===== config.mk =====
export PLATFORM = sky130hd
export DESIGN_NAME = gmb_dir_cell
export DESIGN_NICKNAME = d
export VERILOG_FILES = /design/src/hw/rtl/gmb_pkg.sv /design/src/hw/rtl/gmb_dir_cell.sv
export SDC_FILE = /design/constraint.sdc
export NUM_CORES = 1
export LEC_CHECK = 0
export BUFFER_PORTS_ARGS = -buffer_cell sky130_fd_sc_hd__buf_2
export CAP_MARGIN = 20
export CORE_ASPECT_RATIO = 1.2
export CORE_MARGIN = 2
export CORE_UTILIZATION = 37
export CTS_BUF_LIST = sky130_fd_sc_hd__clkbuf_8
export CTS_CLUSTER_DIAMETER = 120
export CTS_CLUSTER_SIZE = 20
export DETAILED_ROUTE_END_ITERATION = 10
export PLACE_DENSITY = 0.84
export SYNTH_ARGS = -nofsm -noshare
export SYNTH_HDL_FRONTEND = slang
export SYNTH_SLANG_ARGS = --single-unit

===== constraint.sdc =====
create_clock -name i_clk -period 5.4 [get_ports i_clk]
set_clock_uncertainty 0.1 [all_clocks]
set_input_delay 1.08 -clock i_clk [delete_from_list [all_inputs] [get_ports i_clk]]
set_output_delay 1.08 -clock i_clk [all_outputs]
set_load 0.005 [all_outputs]

===== src/hw/rtl/gmb_pkg.sv =====
// Shared types and constants of the grid maze path search block.
package gmb_pkg;

    localparam int CRD_W = 8;

    typedef enum logic [1:0] {
        FN_LOAD   = 2'd0,
        FN_SEARCH = 2'd1,
        FN_QUERY  = 2'd2
    } t_func;

    typedef enum logic [1:0] {
        DIR_DOWN  = 2'd0,
        DIR_UP    = 2'd1,
        DIR_RIGHT = 2'd2,
        DIR_LEFT  = 2'd3
    } t_dir;

    localparam logic CFG_ROWS = 1'b0;
    localparam logic CFG_COLS = 1'b1;

    typedef struct packed {
        logic [1:0] func;
        logic [5:0] row;
        logic [5:0] col;
        logic       wall;
        logic [5:0] end_row;
        logic [5:0] end_col;
    } t_item;

    typedef struct packed {
        logic        found;
        logic [11:0] path_length;
        logic        on_path;
        logic        is_wall;
    } t_result;

    typedef struct packed {
        logic             vld;
        logic [CRD_W-1:0] row;
        logic [CRD_W-1:0] col;
    } t_link;

    typedef struct packed {
        logic             vld;
        logic [CRD_W-1:0] row;
        logic [CRD_W-1:0] col;
        logic             ok;
        t_dir             dir;
        logic [CRD_W-1:0] nrow;
        logic [CRD_W-1:0] ncol;
    } t_probe;

endpackage


===== src/hw/rtl/gmb_dir_cell.sv =====
// One neighbor cell of the expansion chain: holds a grid cell and forms its neighbor.
module gmb_dir_cell #(
    parameter int          MAX_ROWS = 64,
    parameter int          MAX_COLS = 64,
    parameter gmb_pkg::t_dir DIR    = gmb_pkg::DIR_DOWN
) (
    input  logic            i_clk,
    input  logic            i_rst_n,
    input  logic [6:0]      i_rows,
    input  logic [6:0]      i_cols,
    input  gmb_pkg::t_link  i_link,
    output gmb_pkg::t_probe o_probe
);
    import gmb_pkg::*;

    localparam int RW = $clog2(MAX_ROWS);
    localparam int CW = $clog2(MAX_COLS);
    localparam int MW = (RW > CW) ? RW : CW;
    localparam int XW = ((MW > 7) ? MW : 7) + 2;

    logic          r_vld;
    logic [RW-1:0] r_row;
    logic [CW-1:0] r_col;
    logic [XW-1:0] eff_rows;
    logic [XW-1:0] eff_cols;
    logic [RW-1:0] nrow;
    logic [CW-1:0] ncol;
    logic          ok;

    always_ff @(posedge i_clk) begin
        if (!i_rst_n) begin
            r_vld <= 1'b0;
        end else begin
            r_vld <= i_link.vld;
        end
        r_row <= RW'(i_link.row);
        r_col <= CW'(i_link.col);
    end

    always_comb begin
        eff_rows = (XW'(i_rows) < XW'(MAX_ROWS)) ? XW'(i_rows) : XW'(MAX_ROWS);
        eff_cols = (XW'(i_cols) < XW'(MAX_COLS)) ? XW'(i_cols) : XW'(MAX_COLS);
        nrow = r_row;
        ncol = r_col;
        ok   = 1'b0;
        case (DIR)
            DIR_DOWN: begin
                nrow = r_row + RW'(1);
                ok   = (XW'(r_row) + XW'(1)) < eff_rows;
            end
            DIR_UP: begin
                nrow = r_row - RW'(1);
                ok   = (r_row != '0);
            end
            DIR_RIGHT: begin
                ncol = r_col + CW'(1);
                ok   = (XW'(r_col) + XW'(1)) < eff_cols;
            end
            DIR_LEFT: begin
                ncol = r_col - CW'(1);
                ok   = (r_col != '0);
            end
            default: begin
                ok = 1'b0;
            end
        endcase
    end

    assign o_probe.vld  = r_vld;
    assign o_probe.row  = CRD_W'(r_row);
    assign o_probe.col  = CRD_W'(r_col);
    assign o_probe.ok   = r_vld & ok;
    assign o_probe.dir  = DIR;
    assign o_probe.nrow = CRD_W'(nrow);
    assign o_probe.ncol = CRD_W'(ncol);
endmodule


==> results_tabular.tex, run 1 <==
\begin{tabular}{lr}
\hline
Metric & Value \\
\hline
\multicolumn{2}{l}{\textbf{Critical path}} \\
Peak fanout along the critical path & 6 \\
Arrival time worst endpoint & 2.35 ns \\
CP startpoint & i\_rows[6] \\
Critical Path End Type & output pin \\
Type of origin of the critical path & input port \\
WP data required & 4.22 ns \\
Type of the worst setup path & in -> out \\
\multicolumn{2}{l}{\textbf{Logic synthesis}} \\
Number of instances in the synthesized netlist & 64 \\
Share of the yosys chip area belonging to registers & 41.03\% \\
Syn Area/Cell & 9.912 um2 \\
Number of warnings issued by yosys & 0 \\
Number of synthesized register bits & 13 \\
Number of distinct library cells after synthesis & 19 \\
Synth Cell Area & 634.4 um2 \\
\multicolumn{2}{l}{\textbf{Global route}} \\
Met1 Track Usage GR & 11.82\% \\
Number of antenna violations at the first check in global routing & 0 \\
Maximum number of pins on one net before global-route repair & 8 \\
Met2 usage & 19.27\% \\
Global routing usage on met3 & 1.852\% \\
Grt ovf & 0 \\
Most used routing layer & met2 \\
Wire length of the first global-routing pass & 1766 um \\
Number of global-route vias before repair & 452 \\
Aggregate global-route resource usage & 11.33\% \\
\multicolumn{2}{l}{\textbf{Die}} \\
Standard cell core area & 1622 um2 \\
Total I/O pin count & 69 \\
Starting Density & 39.12\% \\
Die ar. & 2063 um2 \\
Chip Height & 49.36 um \\
Rows & 16 \\
Chip width & 41.80 um \\
\multicolumn{2}{l}{\textbf{Place}} \\
Cell count after placement & 121 \\
Placed wire-length estimate & 1019 um \\
Placer's final routability congestion estimate & 0.7049 \\
Count of input and output buffers & 47 \\
\multicolumn{2}{l}{\textbf{Cells and area}} \\
Finished Layout Cells & 125 \\
Ratio of cells with drive above 1 in the final layout & 48.60\% \\
ANT cells & 0 \\
Final core occ & 52.01\% \\
Total of fill cells in the finished design & 159 \\
Area growth, synth to finish & 32.94\% \\
Final net count & 148 \\
\multicolumn{2}{l}{\textbf{Detailed routing}} \\
Aggregate routed wire length & 1159 um \\
Via-to-Cell Ratio & 4.368 \\
Initial detailed-routing violation count & 3 \\
Wire length per cell & 9.272 um \\
Antenna Violating Nets Remaining & 0 \\
Via count & 546 \\
Detailed-route DRC error count & 0 \\
Pre-antenna DRT Iters & 3 \\
\multicolumn{2}{l}{\textbf{Flow run}} \\
Max cap viols & 0 \\
\multicolumn{2}{l}{\textbf{CTS}} \\
H-tree Lvls & 1 \\
Clock edge transition at the registers on the reported setup and hold paths & 0.05 ns \\
Cell at the root of the clock tree & sky130\_fd\_sc\_hd\_\_clkbuf\_8 \\
Buffer count from post-CTS setup fixing & 0 \\
CTS Buffer Depth & 2 \\
TritonCTS buffer count & 3 \\
Hold-fix buffers, CTS & 0 \\
Clock tree from TritonCTS & built \\
Quantity of gates resized following cts & 0 \\
Clk sinks & 13 \\
\multicolumn{2}{l}{\textbf{Hold path}} \\
Start point of the worst min-delay path & i\_link[3] \\
Endpoint with the worst hold slack & ncol[3] \\
Hold Path Cell Cnt & 1 \\
Worst Hold Class & in -> reg \\
\multicolumn{2}{l}{\textbf{Timing}} \\
Shortest clock period the worst path allows after layout & 3.526 ns \\
Fraction of the cycle the final worst path needs & 65.29\% \\
Pins Over Slew Limit & 0 \\
RSZ-0062 raised after global routing & no \\
Final-layout setup total negative slack & 0 ns \\
Peak clock frequency supported by timing & 283.6 MHz \\
Total of endpoints with negative setup slack in the final report & 0 \\
Final hold violation count & 0 \\
\multicolumn{2}{l}{\textbf{Status}} \\
Result of the run & finished clean \\
\multicolumn{2}{l}{\textbf{Power and ir drop}} \\
Power density over the cells & 266.5 nW/um2 \\
Worst vdd ir & 0.1683 mV \\
Leakage power total & 0.4792 nW \\
\hline
\end{tabular}
-- sequential cells by signal, indices dropped and copies added (netlist names) --
name / flops
ncol: 6
r_row: 6
r_vld: 1
-- cells in the final DEF, fill, tap and decap left out, drive strengths merged --
master / n
a21o: 1
nand4: 1
inv: 4
nand2: 6
clkbuf: 3
xnor2: 3
nand3b: 1
nand3: 3
and2: 1
dfxtp: 13
a31oi: 1
a21oi: 1
ha: 7
buf: 47
xor2: 1
o221a: 1
conb: 10
a211oi: 1
and3: 2
-- synth_stat cells --
cell | number | area share [%]
sky130_fd_sc_hd__buf_4 | 17 | 20
sky130_fd_sc_hd__dfxtp_1 | 13 | 41
sky130_fd_sc_hd__ha_1 | 7 | 14
sky130_fd_sc_hd__nand2_1 | 6 | 3.6
sky130_fd_sc_hd__inv_1 | 3 | 1.8
sky130_fd_sc_hd__nand3_1 | 3 | 2.4
sky130_fd_sc_hd__xnor2_1 | 3 | 4.1
sky130_fd_sc_hd__a211oi_1 | 1 | 1.2
sky130_fd_sc_hd__a21o_1 | 1 | 1.2
sky130_fd_sc_hd__a21oi_1 | 1 | 0.79
sky130_fd_sc_hd__a31oi_1 | 1 | 0.99
sky130_fd_sc_hd__and2_1 | 1 | 0.99
sky130_fd_sc_hd__and3_1 | 1 | 0.99
sky130_fd_sc_hd__and3_2 | 1 | 1.2
sky130_fd_sc_hd__conb_1 | 1 | 0.59
sky130_fd_sc_hd__nand3b_1 | 1 | 1.2
sky130_fd_sc_hd__nand4_1 | 1 | 0.99
sky130_fd_sc_hd__o221a_2 | 1 | 1.8
sky130_fd_sc_hd__xor2_1 | 1 | 1.4
-- layout make-up --
cell class	count	area, um2	area share [%]
flip-flops and latches	13	260.3	30.86
repair buffers	47	235.2	27.89
clock inverters	1	3.754	0.4451
multi-input cells	40	269.0	31.90
inverters	3	11.26	1.335
clock buffers	3	41.29	4.896
well taps	18	22.52	2.671
-- worst max-delay path by stage --
| stage | slack, ns | to |
|---|---|---|
| 3_3_place_gp | 1.91 | o_probe[18] |
| 3_5_place_dp | 1.85 | o_probe[18] |
| 5_1_grt | 1.80 | o_probe[18] |
| 4_1_cts | 1.85 | o_probe[18] |
| 2_1_floorplan | 2.19 | o_probe[18] |
| 6_report | 1.87 | o_probe[18] |
-- per-stage QoR --
stage	area (um2)	total power, mW	hold slack [ns]	setup WS, ns
2_1_floorplan	668.1	0.1339	1.008	2.193
3_3_place_gp	798.3	0.1448	1.082	1.908
6_report	843.3	0.2247	0.8416	1.874
4_1_cts	843.3	0.2273	0.8370	1.851
5_1_grt	843.3	0.2376	0.8298	1.798
3_5_place_dp	798.3	0.1463	1.084	1.851
-- critical path, cell delays in order --
cell	delay, ns
sky130_fd_sc_hd__buf_2	0.10
sky130_fd_sc_hd__inv_1	0.14
sky130_fd_sc_hd__nand2_1	0.08
sky130_fd_sc_hd__ha_1	0.29
sky130_fd_sc_hd__a21o_1	0.18
sky130_fd_sc_hd__a31oi_1	0.16
sky130_fd_sc_hd__o221a_2	0.21
sky130_fd_sc_hd__buf_2	0.10
-- routing by layer --
layer	share of wire, %	vias up	wire [um]
met5	0	-	0
met4	0.86	0	10
met3	13	2	146
met2	46	45	531
met1	41	229	471
li1	-	270	-
-- logic make-up (layout without fill, tap and decap cells) --
family	after synthesis	after routing	synth area share (%)
AOI/OAI and AO/OA	5	5	5.918
xor gates and xnor gates	4	4	5.524
adders and majority gates	7	7	13.81
buffers and inverters	20	54	21.89
DFF	13	13	41.03
other	1	10	0.5911
and+or+nand+nor	14	14	11.24
-- report_power, final --
| group | leakage [nW] | total [mW] | internal, mW | switching [mW] |
|---|---|---|---|---|
| combinational | 0.343 | 0.0388 | 0.0211 | 0.0177 |
| clock | 0.0269 | 0.0808 | 0.0499 | 0.0308 |
| sequential | 0.110 | 0.105 | 0.101 | 0.00374 |
| total | 0.479 | 0.225 | 0.172 | 0.0523 |
No activity file was read; power rests on OpenSTA's default activity.
==> run 2: changes to the inputs <==
Settings changed: CORE_UTILIZATION 37 to 31, PLACE_DENSITY 0.84 to 0.74.
Clock period 5.4 ns to 3 ns, I/O delays scaled along.
==> run 2 against run 1 <==
Effect of this change:
- flip-flop and latch count unchanged
- hold slack got worse by 0.47 ns
- global-route usage is 0.34 points lower
- worst setup slack lost 1.6 ns
- sequential power rose by 81%
- core utilization fell by 7.4 points
- wire length rose by 5.2%
- via count shrank 2.0%
- critical path type is now reg -> out
- largest cell class unchanged
- largest power group unchanged
==> results_tabular.tex, run 2 (synthesized netlist as in run 1, its figures left out) <==
\begin{tabular}{lr}
\hline
Metric & Value \\
\hline
\multicolumn{2}{l}{\textbf{Global route}} \\
Grt ovf & 0 \\
Number of global-route vias before repair & 472 \\
Number of antenna violations at the first check in global routing & 0 \\
Aggregate global-route resource usage & 10.99\% \\
Wire length of the first global-routing pass & 1938 um \\
Maximum number of pins on one net before global-route repair & 8 \\
\multicolumn{2}{l}{\textbf{Critical path}} \\
WP data required & 2.30 ns \\
Worst-path cell chain & ha\_1 -> xor2\_1 -> ha\_1 -> a21o\_1 -> a31oi\_1 -> o221a\_2 -> buf\_2 \\
Type of the worst setup path & reg -> out \\
Slowest stage cell, crit path & sky130\_fd\_sc\_hd\_\_dfxtp\_1 \\
Critical Path End Type & output pin \\
Type of origin of the critical path & flip-flop \\
Peak fanout along the critical path & 6 \\
Most Frequent Cell on Critical Path & sky130\_fd\_sc\_hd\_\_ha\_1 \\
CP peak stage delay & 0.42 ns \\
Arrival time worst endpoint & 2.02 ns \\
\multicolumn{2}{l}{\textbf{Power and ir drop}} \\
Leakage power total & 0.4792 nW \\
Switching power total & 0.09036 mW \\
Reg power frac & 47.4\% \\
Sw Share & 22.56\% \\
Share of power burned in the clock network & 35.1\% \\
Worst vdd ir & 0.2957 mV \\
Power density over the cells & 474.2 nW/um2 \\
Logic gate share of total power & 17.5\% \\
Int Pwr & 0.3101 mW \\
\multicolumn{2}{l}{\textbf{Detailed routing}} \\
Wire length per cell & 9.675 um \\
Detailed-route DRC error count & 0 \\
Via count & 535 \\
Antenna Violating Nets Remaining & 0 \\
Pre-antenna DRT Iters & 2 \\
Initial detailed-routing violation count & 2 \\
Aggregate routed wire length & 1219 um \\
Via-to-Cell Ratio & 4.246 \\
\multicolumn{2}{l}{\textbf{CTS}} \\
Hold-fix buffers, CTS & 0 \\
H-tree Lvls & 1 \\
Clk sinks & 13 \\
CTS Buffer Depth & 2 \\
Buffer count from post-CTS setup fixing & 0 \\
Clock tree from TritonCTS & built \\
Cell at the root of the clock tree & sky130\_fd\_sc\_hd\_\_clkbuf\_8 \\
Quantity of gates resized following cts & 0 \\
Clock edge transition at the registers on the reported setup and hold paths & 0.05 ns \\
TritonCTS buffer count & 3 \\
\multicolumn{2}{l}{\textbf{Cells and area}} \\
Ratio of cells with drive above 1 in the final layout & 48.60\% \\
Finished Layout Cells & 126 \\
Area growth, synth to finish & 33.14\% \\
Top library cells by usage in the layout, fill and taps aside & sky130\_fd\_sc\_hd\_\_buf\_2 (47), sky130\_fd\_sc\_hd\_\_dfxtp\_1 (13), sky130\_fd\_sc\_hd\_\_conb\_1 (10) \\
Final net count & 148 \\
Most frequent standard cell in the layout excluding fill and tap cells & sky130\_fd\_sc\_hd\_\_buf\_2 \\
Final core occ & 44.61\% \\
ANT cells & 0 \\
\multicolumn{2}{l}{\textbf{Die}} \\
Chip Height & 53.56 um \\
Starting Density & 33.51\% \\
Rows & 17 \\
Standard cell core area & 1893 um2 \\
Chip width & 45.30 um \\
Die ar. & 2426 um2 \\
Total I/O pin count & 69 \\
\multicolumn{2}{l}{\textbf{Timing}} \\
Final-layout setup total negative slack & 0 ns \\
RSZ-0062 raised after global routing & no \\
Shortest clock period the worst path allows after layout & 2.718 ns \\
Final hold violation count & 0 \\
Total of endpoints with negative setup slack in the final report & 0 \\
Fraction of the cycle the final worst path needs & 90.59\% \\
Pins Over Slew Limit & 0 \\
Peak clock frequency supported by timing & 367.9 MHz \\
\multicolumn{2}{l}{\textbf{Hold path}} \\
Endpoint with the worst hold slack & r\_row[4] \\
Hold Path Cell Cnt & 1 \\
Start point of the worst min-delay path & i\_link[12] \\
Worst Hold Class & in -> reg \\
\multicolumn{2}{l}{\textbf{Place}} \\
Placer's final routability congestion estimate & 0.6766 \\
Placed wire-length estimate & 1078 um \\
Count of input and output buffers & 47 \\
Cell count after placement & 122 \\
\multicolumn{2}{l}{\textbf{Flow run}} \\
Max cap viols & 0 \\
\multicolumn{2}{l}{\textbf{Status}} \\
Result of the run & finished clean \\
\hline
\end{tabular}
==> run 2: cell counts in the layout (fill, tap and decap cells not counted) <==
No cell type changed its count.
==> run 2: critical path, delay by kind of cell, from the launching register on <==
family / cells / cell delay, ns
flops: 1 / 0.42
compound gates: 3 / 0.55
xor+xnor: 1 / 0.21
fa+ha+maj: 2 / 0.51
buf+inv: 1 / 0.10
==> run 2: layout make-up <==
cell class,instances,area (um2)
fill,187,1049
sequential,13,260.3
multi-input combinational,40,269.0
inverter,3,11.26
tap,19,23.77
clock inverter,1,3.754
clock buffer,3,41.29
timing repair buffer,47,235.2
==> run 2: worst max path at each step <==
stage,from,end,slack (ns),depth (start not counted)
2_1_floorplan,r_row[0],o_probe[18],0.71,6
5_1_grt,r_row[0],o_probe[18],0.12,7
4_1_cts,r_row[0],o_probe[18],0.25,7
3_5_place_dp,i_rows[6],o_probe[18],0.43,8
6_report,r_row[0],o_probe[18],0.28,7
3_3_place_gp,i_rows[6],o_probe[18],0.43,8
==> run 2: routing by layer <==
layer	vias to the layer above	GRT usage, %	part of all wire, %	wire (um)
li1	270	-	-	-
met1	217	11.75	39	473
met2	46	18.81	46	556
met3	2	1.678	14	169
met4	0	8.824	1.6	19
met5	-	0	0	0
==> run 2: per-stage QoR <==
step,area [um2],setup slack (ns),hold slack [ns],total power [mW]
floorplan,668.1,0.7139,0.5277,0.2411
global placement,799.5,0.4311,0.6031,0.2614
detailed placement,799.5,0.4289,0.6039,0.2639
CTS,844.6,0.2508,0.3628,0.4054
global route,844.6,0.1217,0.3565,0.4281
finish,844.6,0.2822,0.3669,0.4005
==> run 2: power by group through the flow <==
stage	Clock [mW]	Combinational (mW)	Sequential, mW
floorplan	0	0.0478	0.193
global placement	0	0.0688	0.193
detailed placement	0	0.0708	0.193
CTS	0.144	0.0710	0.190
global route	0.157	0.0800	0.191
finish	0.141	0.0700	0.190
